**config.mk**
```make
export PLATFORM = sky130hd
export DESIGN_NAME = lcop_mac
export DESIGN_NICKNAME = d
export VERILOG_FILES = /design/src/sv/lcop_pkg.sv /design/src/sv/lcop_mac.sv
export SDC_FILE = /design/constraint.sdc
export NUM_CORES = 2
export LEC_CHECK = 0
export ABC_AREA = 1
export BUFFER_PORTS_ARGS = -buffer_cell sky130_fd_sc_hd__buf_4
export CAP_MARGIN = 20
export CORE_AREA = 2 2 327 329
export DETAILED_ROUTE_END_ITERATION = 8
export DIE_AREA = 0 0 329 331
export PLACE_DENSITY = 0.51
export REMOVE_ABC_BUFFERS = 1
export SLEW_MARGIN = 20
export SYNTH_ARGS = -nofsm -noshare
export SYNTH_HDL_FRONTEND = slang
export SYNTH_SLANG_ARGS = --single-unit
```
**constraint.sdc**
```tcl
create_clock -name clk_i -period 18.6 [get_ports clk_i]
set_input_delay 0.93 -clock clk_i [delete_from_list [all_inputs] [get_ports clk_i]]
set_output_delay 0.93 -clock clk_i [all_outputs]
set_load 0.01 [all_outputs]
```
**src/sv/lcop_pkg.sv**
```systemverilog
// lcop_pkg: shared constants, types and codes for the lipid chain order parameter block
// no dependencies; the design files refer to it by scoped names and the bench imports it
package lcop_pkg;

  // accumulator table geometry
  localparam int unsigned MAX_POSITIONS = 64;
  localparam int unsigned ACC_DEPTH     = 2 * MAX_POSITIONS;
  localparam int unsigned IDX_W         = $clog2(ACC_DEPTH);

  // datapath widths
  localparam int unsigned COORD_W  = 32;
  localparam int unsigned POS_W    = 6;
  localparam int unsigned AXIS_W   = 2;
  localparam int unsigned WIDE_W   = 50;
  localparam int unsigned NARROW_W = 24;
  localparam int unsigned OPND_W   = 25;
  localparam int unsigned PROD_W   = 2 * OPND_W;
  localparam int unsigned SQ_W     = 48;
  localparam int unsigned RATIO_W  = 17;
  localparam int unsigned P2_W     = 19;
  localparam int unsigned ORDER_W  = 16;
  localparam int unsigned SQR_W    = 32;
  localparam int unsigned SUM_W    = 32;
  localparam int unsigned SUMSQ_W  = 48;
  localparam int unsigned STEP_W   = 3;

  typedef logic signed [COORD_W-1:0]  coord_t;
  typedef logic signed [WIDE_W-1:0]   wide_t;
  typedef logic signed [NARROW_W-1:0] narrow_t;
  typedef logic signed [OPND_W-1:0]   opnd_t;
  typedef logic signed [PROD_W-1:0]   prod_t;
  typedef logic [SQ_W-1:0]            sq_t;
  typedef logic [RATIO_W-1:0]         ratio_t;
  typedef logic signed [P2_W-1:0]     p2_t;
  typedef logic signed [ORDER_W-1:0]  order_t;
  typedef logic [SQR_W-1:0]           sqr_t;
  typedef logic signed [SUM_W-1:0]    sum_t;
  typedef logic [SUMSQ_W-1:0]         sumsq_t;
  typedef logic [IDX_W-1:0]           idx_t;
  typedef logic [AXIS_W-1:0]          axis_t;

  // projection axis codes
  localparam axis_t AXIS_X     = 2'd0;
  localparam axis_t AXIS_Y     = 2'd1;
  localparam axis_t AXIS_Z     = 2'd2;
  localparam axis_t AXIS_RESET = AXIS_Z;

  // weights 0.6667 and 0.333 in Q16
  localparam opnd_t K_X = 25'sd43693;
  localparam opnd_t K_Y = 25'sd21823;

  // shared multiplier accumulate codes
  typedef enum logic [1:0] {
    MAC_NONE,
    MAC_LOAD,
    MAC_ADD,
    MAC_SUB
  } mac_op_e;

  // sequencer states
  typedef enum logic [2:0] {
    ST_IDLE,
    ST_SCALE,
    ST_CROSS,
    ST_NORM,
    ST_DIV,
    ST_TERM,
    ST_ACC,
    ST_DONE
  } state_e;

  // frame vector being worked on
  typedef enum logic [2:0] {
    VS_SZ,
    VS_FWD,
    VS_BCK,
    VS_SX,
    VS_SY
  } vsel_e;

  // accumulator update request and response
  typedef struct packed {
    logic   start;
    logic   in_range;
    idx_t   idx;
    order_t s;
    sqr_t   sq;
  } acc_req_t;

  typedef struct packed {
    logic   done;
    sum_t   sum;
    sumsq_t sumsq;
  } acc_rsp_t;

endpackage

```
**src/sv/lcop_mac.sv**
```systemverilog
// lcop_mac: shared signed multiplier with a registered product and an accumulator
// depends on lcop_pkg
module lcop_mac (
  input  logic              clk_i,
  input  lcop_pkg::mac_op_e op_i,
  input  lcop_pkg::opnd_t   a_i,
  input  lcop_pkg::opnd_t   b_i,
  output lcop_pkg::prod_t   prod_o,
  output lcop_pkg::prod_t   acc_o
);

  lcop_pkg::prod_t prod_q;
  lcop_pkg::prod_t acc_q, acc_d;

  // accumulate the product registered in the previous cycle
  always_comb begin
    case (op_i)
      lcop_pkg::MAC_LOAD: acc_d = prod_q;
      lcop_pkg::MAC_ADD:  acc_d = acc_q + prod_q;
      lcop_pkg::MAC_SUB:  acc_d = acc_q - prod_q;
      default:            acc_d = acc_q;
    endcase
  end

  // product and accumulator registers
  always_ff @(posedge clk_i) begin
    prod_q <= lcop_pkg::PROD_W'(a_i) * lcop_pkg::PROD_W'(b_i);
    acc_q  <= acc_d;
  end

  assign prod_o = prod_q;
  assign acc_o  = acc_q;

endmodule

```
==> results.yml <==
layout:
  area_growth_syn_to_layout_pct: 7.70
  fillCellCount: 11400
  fin_nets: 5529
  n_antenna_cell: 0
  regArea_sq_um: 2500
  multi_input_area_sq_um: 25500
  drive_above_1_share_pct: 5.36
global_routing:
  antenna_found_initial: 0
  grt_pass1_vias: 29900
  grt_pass1_wl_um: 178000
  grt.total_usage_pct: 21.3
  grt_overflow_total: 0
  grt_max_degree: 71
timing:
  fin_ws_ps: 11360
  rsz0062_at_grt: "no"
  setup_viol: 0
  setup_tns_ps: 0
  max_freq_mhz: 138
  worst_pin_slew_ps: 972
  clock-skew-final_ps: 17.8
  hold_viol: 0
  timing.slew.headroom_pct: 35.0
  finalCriticalPeriod_ps: 7240
  finalCritPeriodShare_pct: 38.9
  final_max_slew_viol_count: 0
yosys:
  ys_top_cells_by_area: "fa_1, nand2_1, inv_1, ha_1, edfxtp_1"
  yosysSeqAreaShare_pct: 7.48
  synth_top_area_cell: "fa_1"
  ys_ff_latch: 100
  synth_top_area_share_pct: 39.4
  synth-edff-count: 50
  syn_inst: 4626
  ys_warn_count: 0
  async_flop_share_pct: 0
  syn_area_sq_um: 33500
  ys_types: 49
  yosys_most_used_dff: "edfxtp_1"
  syn_avg_cell_area_sq_um: 7.23
die:
  die_h_um: 331
  initial_core_util_pct: 31.9
  fp.coreArea_sq_um: 105000
  rows: 119
  die_x_um: 329
  io_pins: 153
  dieArea_sq_um: 109000
min_path:
  hold_path_class: "reg -> reg"
place:
  port_buffers: 152
  dp_slack_ps: 10870
  gp_congestion: 0.981
  dpl.hpwl_um: 95500
worst_setup_path:
  criticalPathCategory: "in -> reg"
  crit_top_cell: "fa_1"
  cpPeakStageDelay_ps: 650
  critPathRequiredTime_ps: 18910
  reg2reg_slack_ps: 14310
  critPathCaptureType: "flip-flop"
  crit_chain: "buf_4, nand2_1, inv_1, fa_1, fa_1, inv_1, fa_1, fa_1, inv_1, fa_1, fa_1, inv_1, fa_1, inv_1, ha_1, inv_1, o21bai_1, a21oi_1, o21ai_0, nor2_1, nand3_1, xor2_1"
  critPathTopFamily: "adder cells"
  arrival_ps: 7550
  crit_path_max_fanout: 25
  path_buf_inv: 7
  cp-start-kind: "primary input"
  slowest_stage: "fa_1"
clock_network:
  cts_buffer_depth: 2
  cts_tree: "done"
  cts-htree-levels: 3
  root_buffer: "clkbuf_16"
  cts_hold_buffers: 0
  clock_latency_ps: 390
  post_cts_resized: 0
  cts_sinks: 100
  cts_made_buffers: 9
  cts_setup_buffers: 0
  cts.clk_slew.worst_paths_ps: 80
drt:
  drt-initial-drc-count: 1792
  wirelength_um: 114000
  wl_per_cell_um: 18.9
  firstDrtPassIters: 5
  ant_nets: 0
  vias: 28100
  via_per_inst: 4.66
  drc_errors: 0
status:
  outcome: "finished, final reports clean"
job:
  cap_violations: 0
[worst paths after layout]
path                                    to       from  cells after the start
worst max-delay path            prod_o[36]     b_i[1]                     22
worst min-delay path              acc_o[1]  prod_o[1]                      2
worst max register to register   acc_o[41]  prod_o[3]                     19
worst min register to register    acc_o[1]  prod_o[1]                      2
[synth_stat cells (all sizes together) (20+ instances only)]
| library cell | instances |
|---|---|
| a21oi | 117 |
| clkbuf | 157 |
| dfxtp | 50 |
| edfxtp | 50 |
| fa | 659 |
| ha | 191 |
| inv | 1291 |
| nand2 | 1316 |
| nand3 | 155 |
| nand4 | 42 |
| nor2 | 275 |
| nor3 | 31 |
| o21ai | 105 |
| o21bai | 20 |
| or2 | 28 |
| xnor2 | 25 |
| xor2 | 64 |
[layer usage]
metal / routed length [um] / share of wire [%] / vias up / global-route usage [%]
li1: - / - / 13300 / -
met1: 51200 / 45 / 13900 / 28.5
met2: 54500 / 48 / 744 / 37.2
met3: 5300 / 4.7 / 124 / 1.99
met4: 2620 / 2.3 / 0 / 5.19
met5: 0 / 0 / - / 0
[through the flow]
| step | cell area [sq um] | util, % | instances | hold slack [ps] |
|---|---|---|---|---|
| 6_report | 36000 | 34.3 | 6022 | 669 |
| 5_1_grt | 36000 | 34.3 | 6022 | 707 |
| 4_1_cts | 36000 | 34.3 | 6022 | 677 |
| 3_5_place_dp | 35700 | 34.0 | 6006 | 656 |
| 3_3_place_gp | 35700 | 34.0 | 6006 | 647 |
| 2_1_floorplan | 32800 | - | 4460 | 608 |
[final cells by class]
type,count,share of cell area [%]
clock buffer,10,0.694
clock inverter,6,0.139
inverter,1291,13.4
multi-input combinational,3069,70.7
sequential,100,6.94
tap,1391,4.83
timing repair buffer,155,3.23
[state kept, by name, indices dropped and copies added, names as in the netlist]
| signal | count |
|---|---|
| acc_o | 50 |
| prod_o | 50 |
[cell families (layout without fill, tap and decap cells)]
group | Yosys count | count (layout) | share of synthesized area (%)
xor gates and xnor gates | 89 | 89 | 2.33
buffers and inverters | 1457 | 1462 | 16.4
DFF | 100 | 100 | 7.48
adders and majority gates | 850 | 850 | 46.6
and+or+nand+nor | 1872 | 1872 | 22.9
AOI/OAI and AO/OA | 258 | 258 | 4.31
[worst reg2reg max path, cell delays in order (launching register included)]
cell	delay (ps)
dfxtp_1	410
inv_1	200
nand2_1	120
nor4_1	560
nand2_1	320
nand2_1	210
o21ai_1	100
xnor2_1	210
ha_1	410
nand2_1	90
inv_1	80
nand2_1	110
nor3_1	470
nand2_1	150
nor2_1	120
nand2_1	140
nand3_1	130
nand2_1	50
nand3_1	100
nand2_1	60
[layout by cell type (no fill, tap or decap), types with 3 or more instances in the layout]
master / Yosys / routed
inv_1: 1287 / 1287
o21ai_1: 7 / 7
nand3_1: 150 / 150
dfxtp_1: 50 / 50
nand3b_1: 14 / 14
buf_4: 1 / 155
a31oi_1: 4 / 4
o21bai_1: 20 / 20
o21ai_0: 93 / 93
nor3_1: 25 / 25
a21oi_1: 114 / 114
nand3_2: 4 / 4
xnor2_1: 25 / 25
inv_6: 0 / 3
or2_2: 27 / 27
edfxtp_1: 50 / 50
o21ai_2: 4 / 4
nor4_1: 4 / 4
clkbuf_16: 0 / 10
inv_2: 4 / 4
xor2_1: 64 / 64
nor2_2: 16 / 16
nor2_1: 257 / 257
a21o_1: 3 / 3
nand4_1: 42 / 42
ha_1: 191 / 191
fa_1: 659 / 659
nor3_2: 5 / 5
nand2_1: 1313 / 1312
Power is left out: the tool's default activity adds up to more than one toggle a clock period on the data nets, which glitch-free logic cannot reach.
