## config.mk

```make
export PLATFORM = sky130hd
export DESIGN_NAME = lcop_div
export DESIGN_NICKNAME = d
export VERILOG_FILES = /design/src/sv/lcop_pkg.sv /design/src/sv/lcop_div.sv
export SDC_FILE = /design/constraint.sdc
export NUM_CORES = 1
export LEC_CHECK = 0
export BUFFER_PORTS_ARGS = -buffer_cell sky130_fd_sc_hd__buf_2
export CORE_ASPECT_RATIO = 0.7
export CORE_MARGIN = 2
export CORE_UTILIZATION = 30
export CTS_BUF_LIST = sky130_fd_sc_hd__clkbuf_2 sky130_fd_sc_hd__clkbuf_4 sky130_fd_sc_hd__clkbuf_8
export DETAILED_ROUTE_END_ITERATION = 16
export PLACE_DENSITY = 0.49
export RECOVER_POWER = 50
export SYNTH_ARGS = -nofsm -noshare
export SYNTH_HDL_FRONTEND = slang
export SYNTH_SLANG_ARGS = --single-unit
```

## constraint.sdc

```tcl
create_clock -name clk_i -period 6.14 [get_ports clk_i]
set_input_delay 1.228 -clock clk_i [delete_from_list [all_inputs] [get_ports clk_i]]
set_output_delay 1.228 -clock clk_i [all_outputs]
set_load 0.1 [all_outputs]
```

## src/sv/lcop_pkg.sv

```systemverilog
// lcop_pkg: shared constants, types and codes for the lipid chain order parameter block
// no dependencies; the design files refer to it by scoped names and the bench imports it
package lcop_pkg;

  // accumulator table geometry
  localparam int unsigned MAX_POSITIONS = 64;
  localparam int unsigned ACC_DEPTH     = 2 * MAX_POSITIONS;
  localparam int unsigned IDX_W         = $clog2(ACC_DEPTH);

  // datapath widths
  localparam int unsigned COORD_W  = 32;
  localparam int unsigned POS_W    = 6;
  localparam int unsigned AXIS_W   = 2;
  localparam int unsigned WIDE_W   = 50;
  localparam int unsigned NARROW_W = 24;
  localparam int unsigned OPND_W   = 25;
  localparam int unsigned PROD_W   = 2 * OPND_W;
  localparam int unsigned SQ_W     = 48;
  localparam int unsigned RATIO_W  = 17;
  localparam int unsigned P2_W     = 19;
  localparam int unsigned ORDER_W  = 16;
  localparam int unsigned SQR_W    = 32;
  localparam int unsigned SUM_W    = 32;
  localparam int unsigned SUMSQ_W  = 48;
  localparam int unsigned STEP_W   = 3;

  typedef logic signed [COORD_W-1:0]  coord_t;
  typedef logic signed [WIDE_W-1:0]   wide_t;
  typedef logic signed [NARROW_W-1:0] narrow_t;
  typedef logic signed [OPND_W-1:0]   opnd_t;
  typedef logic signed [PROD_W-1:0]   prod_t;
  typedef logic [SQ_W-1:0]            sq_t;
  typedef logic [RATIO_W-1:0]         ratio_t;
  typedef logic signed [P2_W-1:0]     p2_t;
  typedef logic signed [ORDER_W-1:0]  order_t;
  typedef logic [SQR_W-1:0]           sqr_t;
  typedef logic signed [SUM_W-1:0]    sum_t;
  typedef logic [SUMSQ_W-1:0]         sumsq_t;
  typedef logic [IDX_W-1:0]           idx_t;
  typedef logic [AXIS_W-1:0]          axis_t;

  // projection axis codes
  localparam axis_t AXIS_X     = 2'd0;
  localparam axis_t AXIS_Y     = 2'd1;
  localparam axis_t AXIS_Z     = 2'd2;
  localparam axis_t AXIS_RESET = AXIS_Z;

  // weights 0.6667 and 0.333 in Q16
  localparam opnd_t K_X = 25'sd43693;
  localparam opnd_t K_Y = 25'sd21823;

  // shared multiplier accumulate codes
  typedef enum logic [1:0] {
    MAC_NONE,
    MAC_LOAD,
    MAC_ADD,
    MAC_SUB
  } mac_op_e;

  // sequencer states
  typedef enum logic [2:0] {
    ST_IDLE,
    ST_SCALE,
    ST_CROSS,
    ST_NORM,
    ST_DIV,
    ST_TERM,
    ST_ACC,
    ST_DONE
  } state_e;

  // frame vector being worked on
  typedef enum logic [2:0] {
    VS_SZ,
    VS_FWD,
    VS_BCK,
    VS_SX,
    VS_SY
  } vsel_e;

  // accumulator update request and response
  typedef struct packed {
    logic   start;
    logic   in_range;
    idx_t   idx;
    order_t s;
    sqr_t   sq;
  } acc_req_t;

  typedef struct packed {
    logic   done;
    sum_t   sum;
    sumsq_t sumsq;
  } acc_rsp_t;

endpackage

```

## src/sv/lcop_div.sv

```systemverilog
// lcop_div: restoring divider for floor(num * 2^16 / den) with num <= den, one bit a cycle
// depends on lcop_pkg
module lcop_div (
  input  logic             clk_i,
  input  logic             rst_ni,
  input  logic             start_i,
  input  lcop_pkg::sq_t    num_i,
  input  lcop_pkg::sq_t    den_i,
  output logic             done_o,
  output lcop_pkg::ratio_t quot_o
);

  localparam int unsigned CNT_W = $clog2(lcop_pkg::RATIO_W);
  localparam logic [CNT_W-1:0] CNT_LAST = CNT_W'(lcop_pkg::RATIO_W - 1);

  logic                      busy_q, done_q;
  logic [CNT_W-1:0]          cnt_q;
  logic [lcop_pkg::SQ_W:0]   rem_q, rem_d, diff;
  lcop_pkg::sq_t             den_q;
  lcop_pkg::ratio_t          quot_q, quot_d;
  logic                      ge;

  // compare, subtract, shift
  always_comb begin
    ge     = rem_q >= {1'b0, den_q};
    diff   = ge ? (rem_q - {1'b0, den_q}) : rem_q;
    quot_d = {quot_q[lcop_pkg::RATIO_W-2:0], ge};
    rem_d  = {diff[lcop_pkg::SQ_W-1:0], 1'b0};
  end

  // control
  always_ff @(posedge clk_i or negedge rst_ni) begin
    if (!rst_ni) begin
      busy_q <= 1'b0;
      done_q <= 1'b0;
      cnt_q  <= '0;
    end else begin
      done_q <= 1'b0;
      if (start_i) begin
        busy_q <= 1'b1;
        cnt_q  <= CNT_LAST;
      end else if (busy_q) begin
        if (cnt_q == '0) begin
          busy_q <= 1'b0;
          done_q <= 1'b1;
        end else begin
          cnt_q <= cnt_q - 1'b1;
        end
      end
    end
  end

  // remainder and quotient
  always_ff @(posedge clk_i) begin
    if (start_i) begin
      rem_q  <= {1'b0, num_i};
      den_q  <= den_i;
      quot_q <= '0;
    end else if (busy_q) begin
      rem_q  <= rem_d;
      quot_q <= quot_d;
    end
  end

  assign done_o = done_q;
  assign quot_o = quot_q;

endmodule

```

==> flow_summary.ini <==
[run_status]
outcome = finished, violations left
violations = max-capacitance violations, max-slew violations

[pwr]
p_leak_uw = 0.00397
ir_worst_vdd_mv = 0.150
powerDensity_nw_per_um2 = 527

[timing]
fin_crit_sh_pct = 78.1
fin_ws_ns = 1.34
finalClockSkew_ns = 0.0115
max_freq_mhz = 208
relSlewSlack_pct = -52.2
fin_crit_ns = 4.80
hold_violations = 0
tns_ns = 0
worst_pin_slew_ns = 2.28
rsz0062_at_grt = false
setup_viol = 0
maxSlewViolCount = 88

[die]
start_util_pct = 30.8
std_cell_rows = 49
die_h_um = 140
die_area_sq_um = 28000
io_pins = 117
die_x_um = 199
design.core.area_sq_um = 25900

[synthesis]
async_reset_ff_share_pct = 5.79
seq_area_frac_synth_pct = 42.8
synth_edf_count = 96
yosys_warnings = 0
avgSynthCellArea_sq_um = 10.1
synth_flop_cell = edfxtp_1
synth_top_area_share_pct = 36.1
ys_seq_elements = 121
syn_inst = 792
synthesis.nets = 942
ys_top_cells_by_area = edfxtp_1, mux2_2, ha_1, dfxtp_1, a21oi_1
syn-cell-area_sq_um = 7980
yosysUniqueCellTypes = 63
yosysTopAreaCell = edfxtp_1

[place]
io_buffers = 116
gp_congestion = 0.828
place_ws_ns = 1.82
place_hpwl_um = 15400

[grt]
grt_pass1_vias = 5838
antenna_found_initial = 0
track_usage_pct = 15.0
grt_first_pass_wirelength_um = 32200
grt_start_max_net_pins = 55
grt_overflow = 0

[clocking]
clkTransAtPathRegs_ns = 0.08
cts_resized = 0
postCtsHoldBufs = 0
cts_tree = yes
numCtsBuffers = 17
clock_latency_ns = 0.47
cts_setup_buffers = 0
cts_sinks = 121
clockBufferDepth = 2
cts_max_level = 4
cts-root-buf = clkbuf_8

[drt]
post-route-drc-count = 0
drt_iter0_markers = 367
viasPerCell = 4.85
ant_nets = 0
dr.pass1.iters = 5
routedWlPerCell_um = 16.3
vias = 6100
routed_wl_um = 20500

[setup_path]
crit_top_cell = clkbuf_1
worstPathArrival_ns = 5.01
cp_slowest_cell = clkbuf_1
crit_path_max_incr_delay_ns = 1.71
cp.required_ns = 6.36
critPathLaunchType = input port
cp_num_buf_inv = 2
crit_type = in -> reg
crit_path_end_kind = flop
cp_top_family = buffers and inverters
cp_cell_sequence = clkbuf_1 > clkbuf_1 > mux2_2
path_max_fanout = 43

[finish]
diodes = 0
fin_nets = 1039
fill_cells = 2724
drive_gt1_share_pct = 25.4
area_growth_syn_to_layout_pct = 16.4

[hold_path]
hp-class = reg -> reg

[flow_run]
cap_violations = 2
-- cell usage after synthesis (all sizes together) (2+ instances only) --
master	count
and2	4
clkbuf	25
o31ai	4
nand2	48
xnor2	30
a211oi	6
a31oi	4
nor2	54
inv	67
nand2b	9
ha	50
nor3b	3
nor2b	10
and3	2
o22ai	4
or2	4
nor4	7
nand4	18
edfxtp	96
xor2	15
a311oi	2
a21oi	68
and3b	2
mux2	68
dfxtp	18
dfrtp	7
o211ai	5
nand3	11
or3	5
nor3	11
o221ai	2
buf	18
a21boi	4
a221oi	5
o21ai	40
o21bai	3
o21a	7
a21o	17
o21ba	2
mux2i	20
a221o	3
o41ai	2
-- cell families after synthesis --
family	count (synthesis)	synth area share [%]
adder cells (fa/ha/maj)	51	8.09
multiplexers	88	12.1
buffers and inverters	110	5.42
flip-flops	121	42.8
XOR/XNOR	45	4.94
AO/OA/AOI/OAI	186	15.0
AND/OR/NAND/NOR	191	11.6
-- where the power goes --
group / switching, uW / total, uW / internal (uW)
Combinational: 1560 / 2800 / 1240
Sequential: 125 / 1300 / 1180
Clock: 383 / 793 / 410
Total: 2070 / 4890 / 2830
-- final cells by class --
class	count	area (sq um)	area share, %
clock buffer	17	234	2.52
clock inverter	15	186	2.01
inverter	67	251	2.71
multi-input combinational	561	4150	44.6
sequential	121	3420	36.8
tap	357	447	4.81
timing repair buffer	121	609	6.56
-- worst paths after layout --
kind / from / end / slack, ns / cells after the start
max: start_i / rem_q[21]$_DFFE_PP_ / 1.34 / 3
min: quot_o[6]$_SDFFE_PP0P_ / quot_o[6]$_SDFFE_PP0P_ / 0.52 / 2
max reg2reg: rem_q[24]$_DFFE_PP_ / rem_q[32]$_DFFE_PP_ / 1.84 / 11
min reg2reg: quot_o[6]$_SDFFE_PP0P_ / quot_o[6]$_SDFFE_PP0P_ / 0.52 / 2
max in group asynchronous: rst_ni / busy_q$_DFF_PN0_ / 5.21 / 1
min in group asynchronous: rst_ni / done_o$_DFF_PN0_ / 0.65 / 1
-- per-layer routing --
| metal | wire (um) | GRT usage (%) |
|---|---|---|
| met5 | 0 | 0 |
| met4 | 167 | 3.53 |
| met3 | 994 | 3.30 |
| met2 | 7690 | 19.2 |
| met1 | 11700 | 24.5 |
-- registers in the layout (all words and copies together), names as in the netlist --
| name | cells |
|---|---|
| rem_q | 49 |
| den_q | 48 |
| quot_o | 17 |
| cnt_q | 5 |
| busy_q | 1 |
| done_o | 1 |
-- per-stage QoR --
| step | area, sq um | power (uW) | hold WS (ns) | utilization (%) | instances |
|---|---|---|---|---|---|
| after floorplan | 7980 | 3490 | 0.494 | - | 792 |
| after global placement | 8880 | 4110 | 0.502 | 34.3 | 1227 |
| after detailed placement | 8880 | 4090 | 0.507 | 34.3 | 1227 |
| after CTS | 9310 | 4930 | 0.528 | 35.9 | 1259 |
| after global routing | 9290 | 5300 | 0.550 | 35.8 | 1259 |
| final | 9290 | 4890 | 0.520 | 35.8 | 1259 |
-- cells in the final DEF (no fill, tap or decap), drive strengths merged, types with 4 or more instances in the layout --
cell,netlist,layout
a211oi,6,6
a21boi,4,4
a21o,17,17
a21oi,68,68
a221oi,5,5
a31oi,4,4
and2,4,4
buf,18,116
clkbuf,25,22
clkinv,0,4
dfrtp,7,7
dfxtp,18,18
edfxtp,96,96
ha,50,50
inv,67,75
mux2,68,68
mux2i,20,20
nand2,48,48
nand2b,9,9
nand3,11,11
nand4,18,18
nor2,54,54
nor2b,10,10
nor3,11,11
nor4,7,7
o211ai,5,5
o21a,7,7
o21ai,40,40
o22ai,4,4
o31ai,4,4
or2,4,4
or3,5,5
xnor2,30,30
xor2,15,15
-- worst min-delay path: stages (launching register included) --
cell,delay [ns]
dfxtp_1,0.35
mux2i_1,0.07
nor2_1,0.07
No activity file was read; power rests on OpenSTA's default activity.
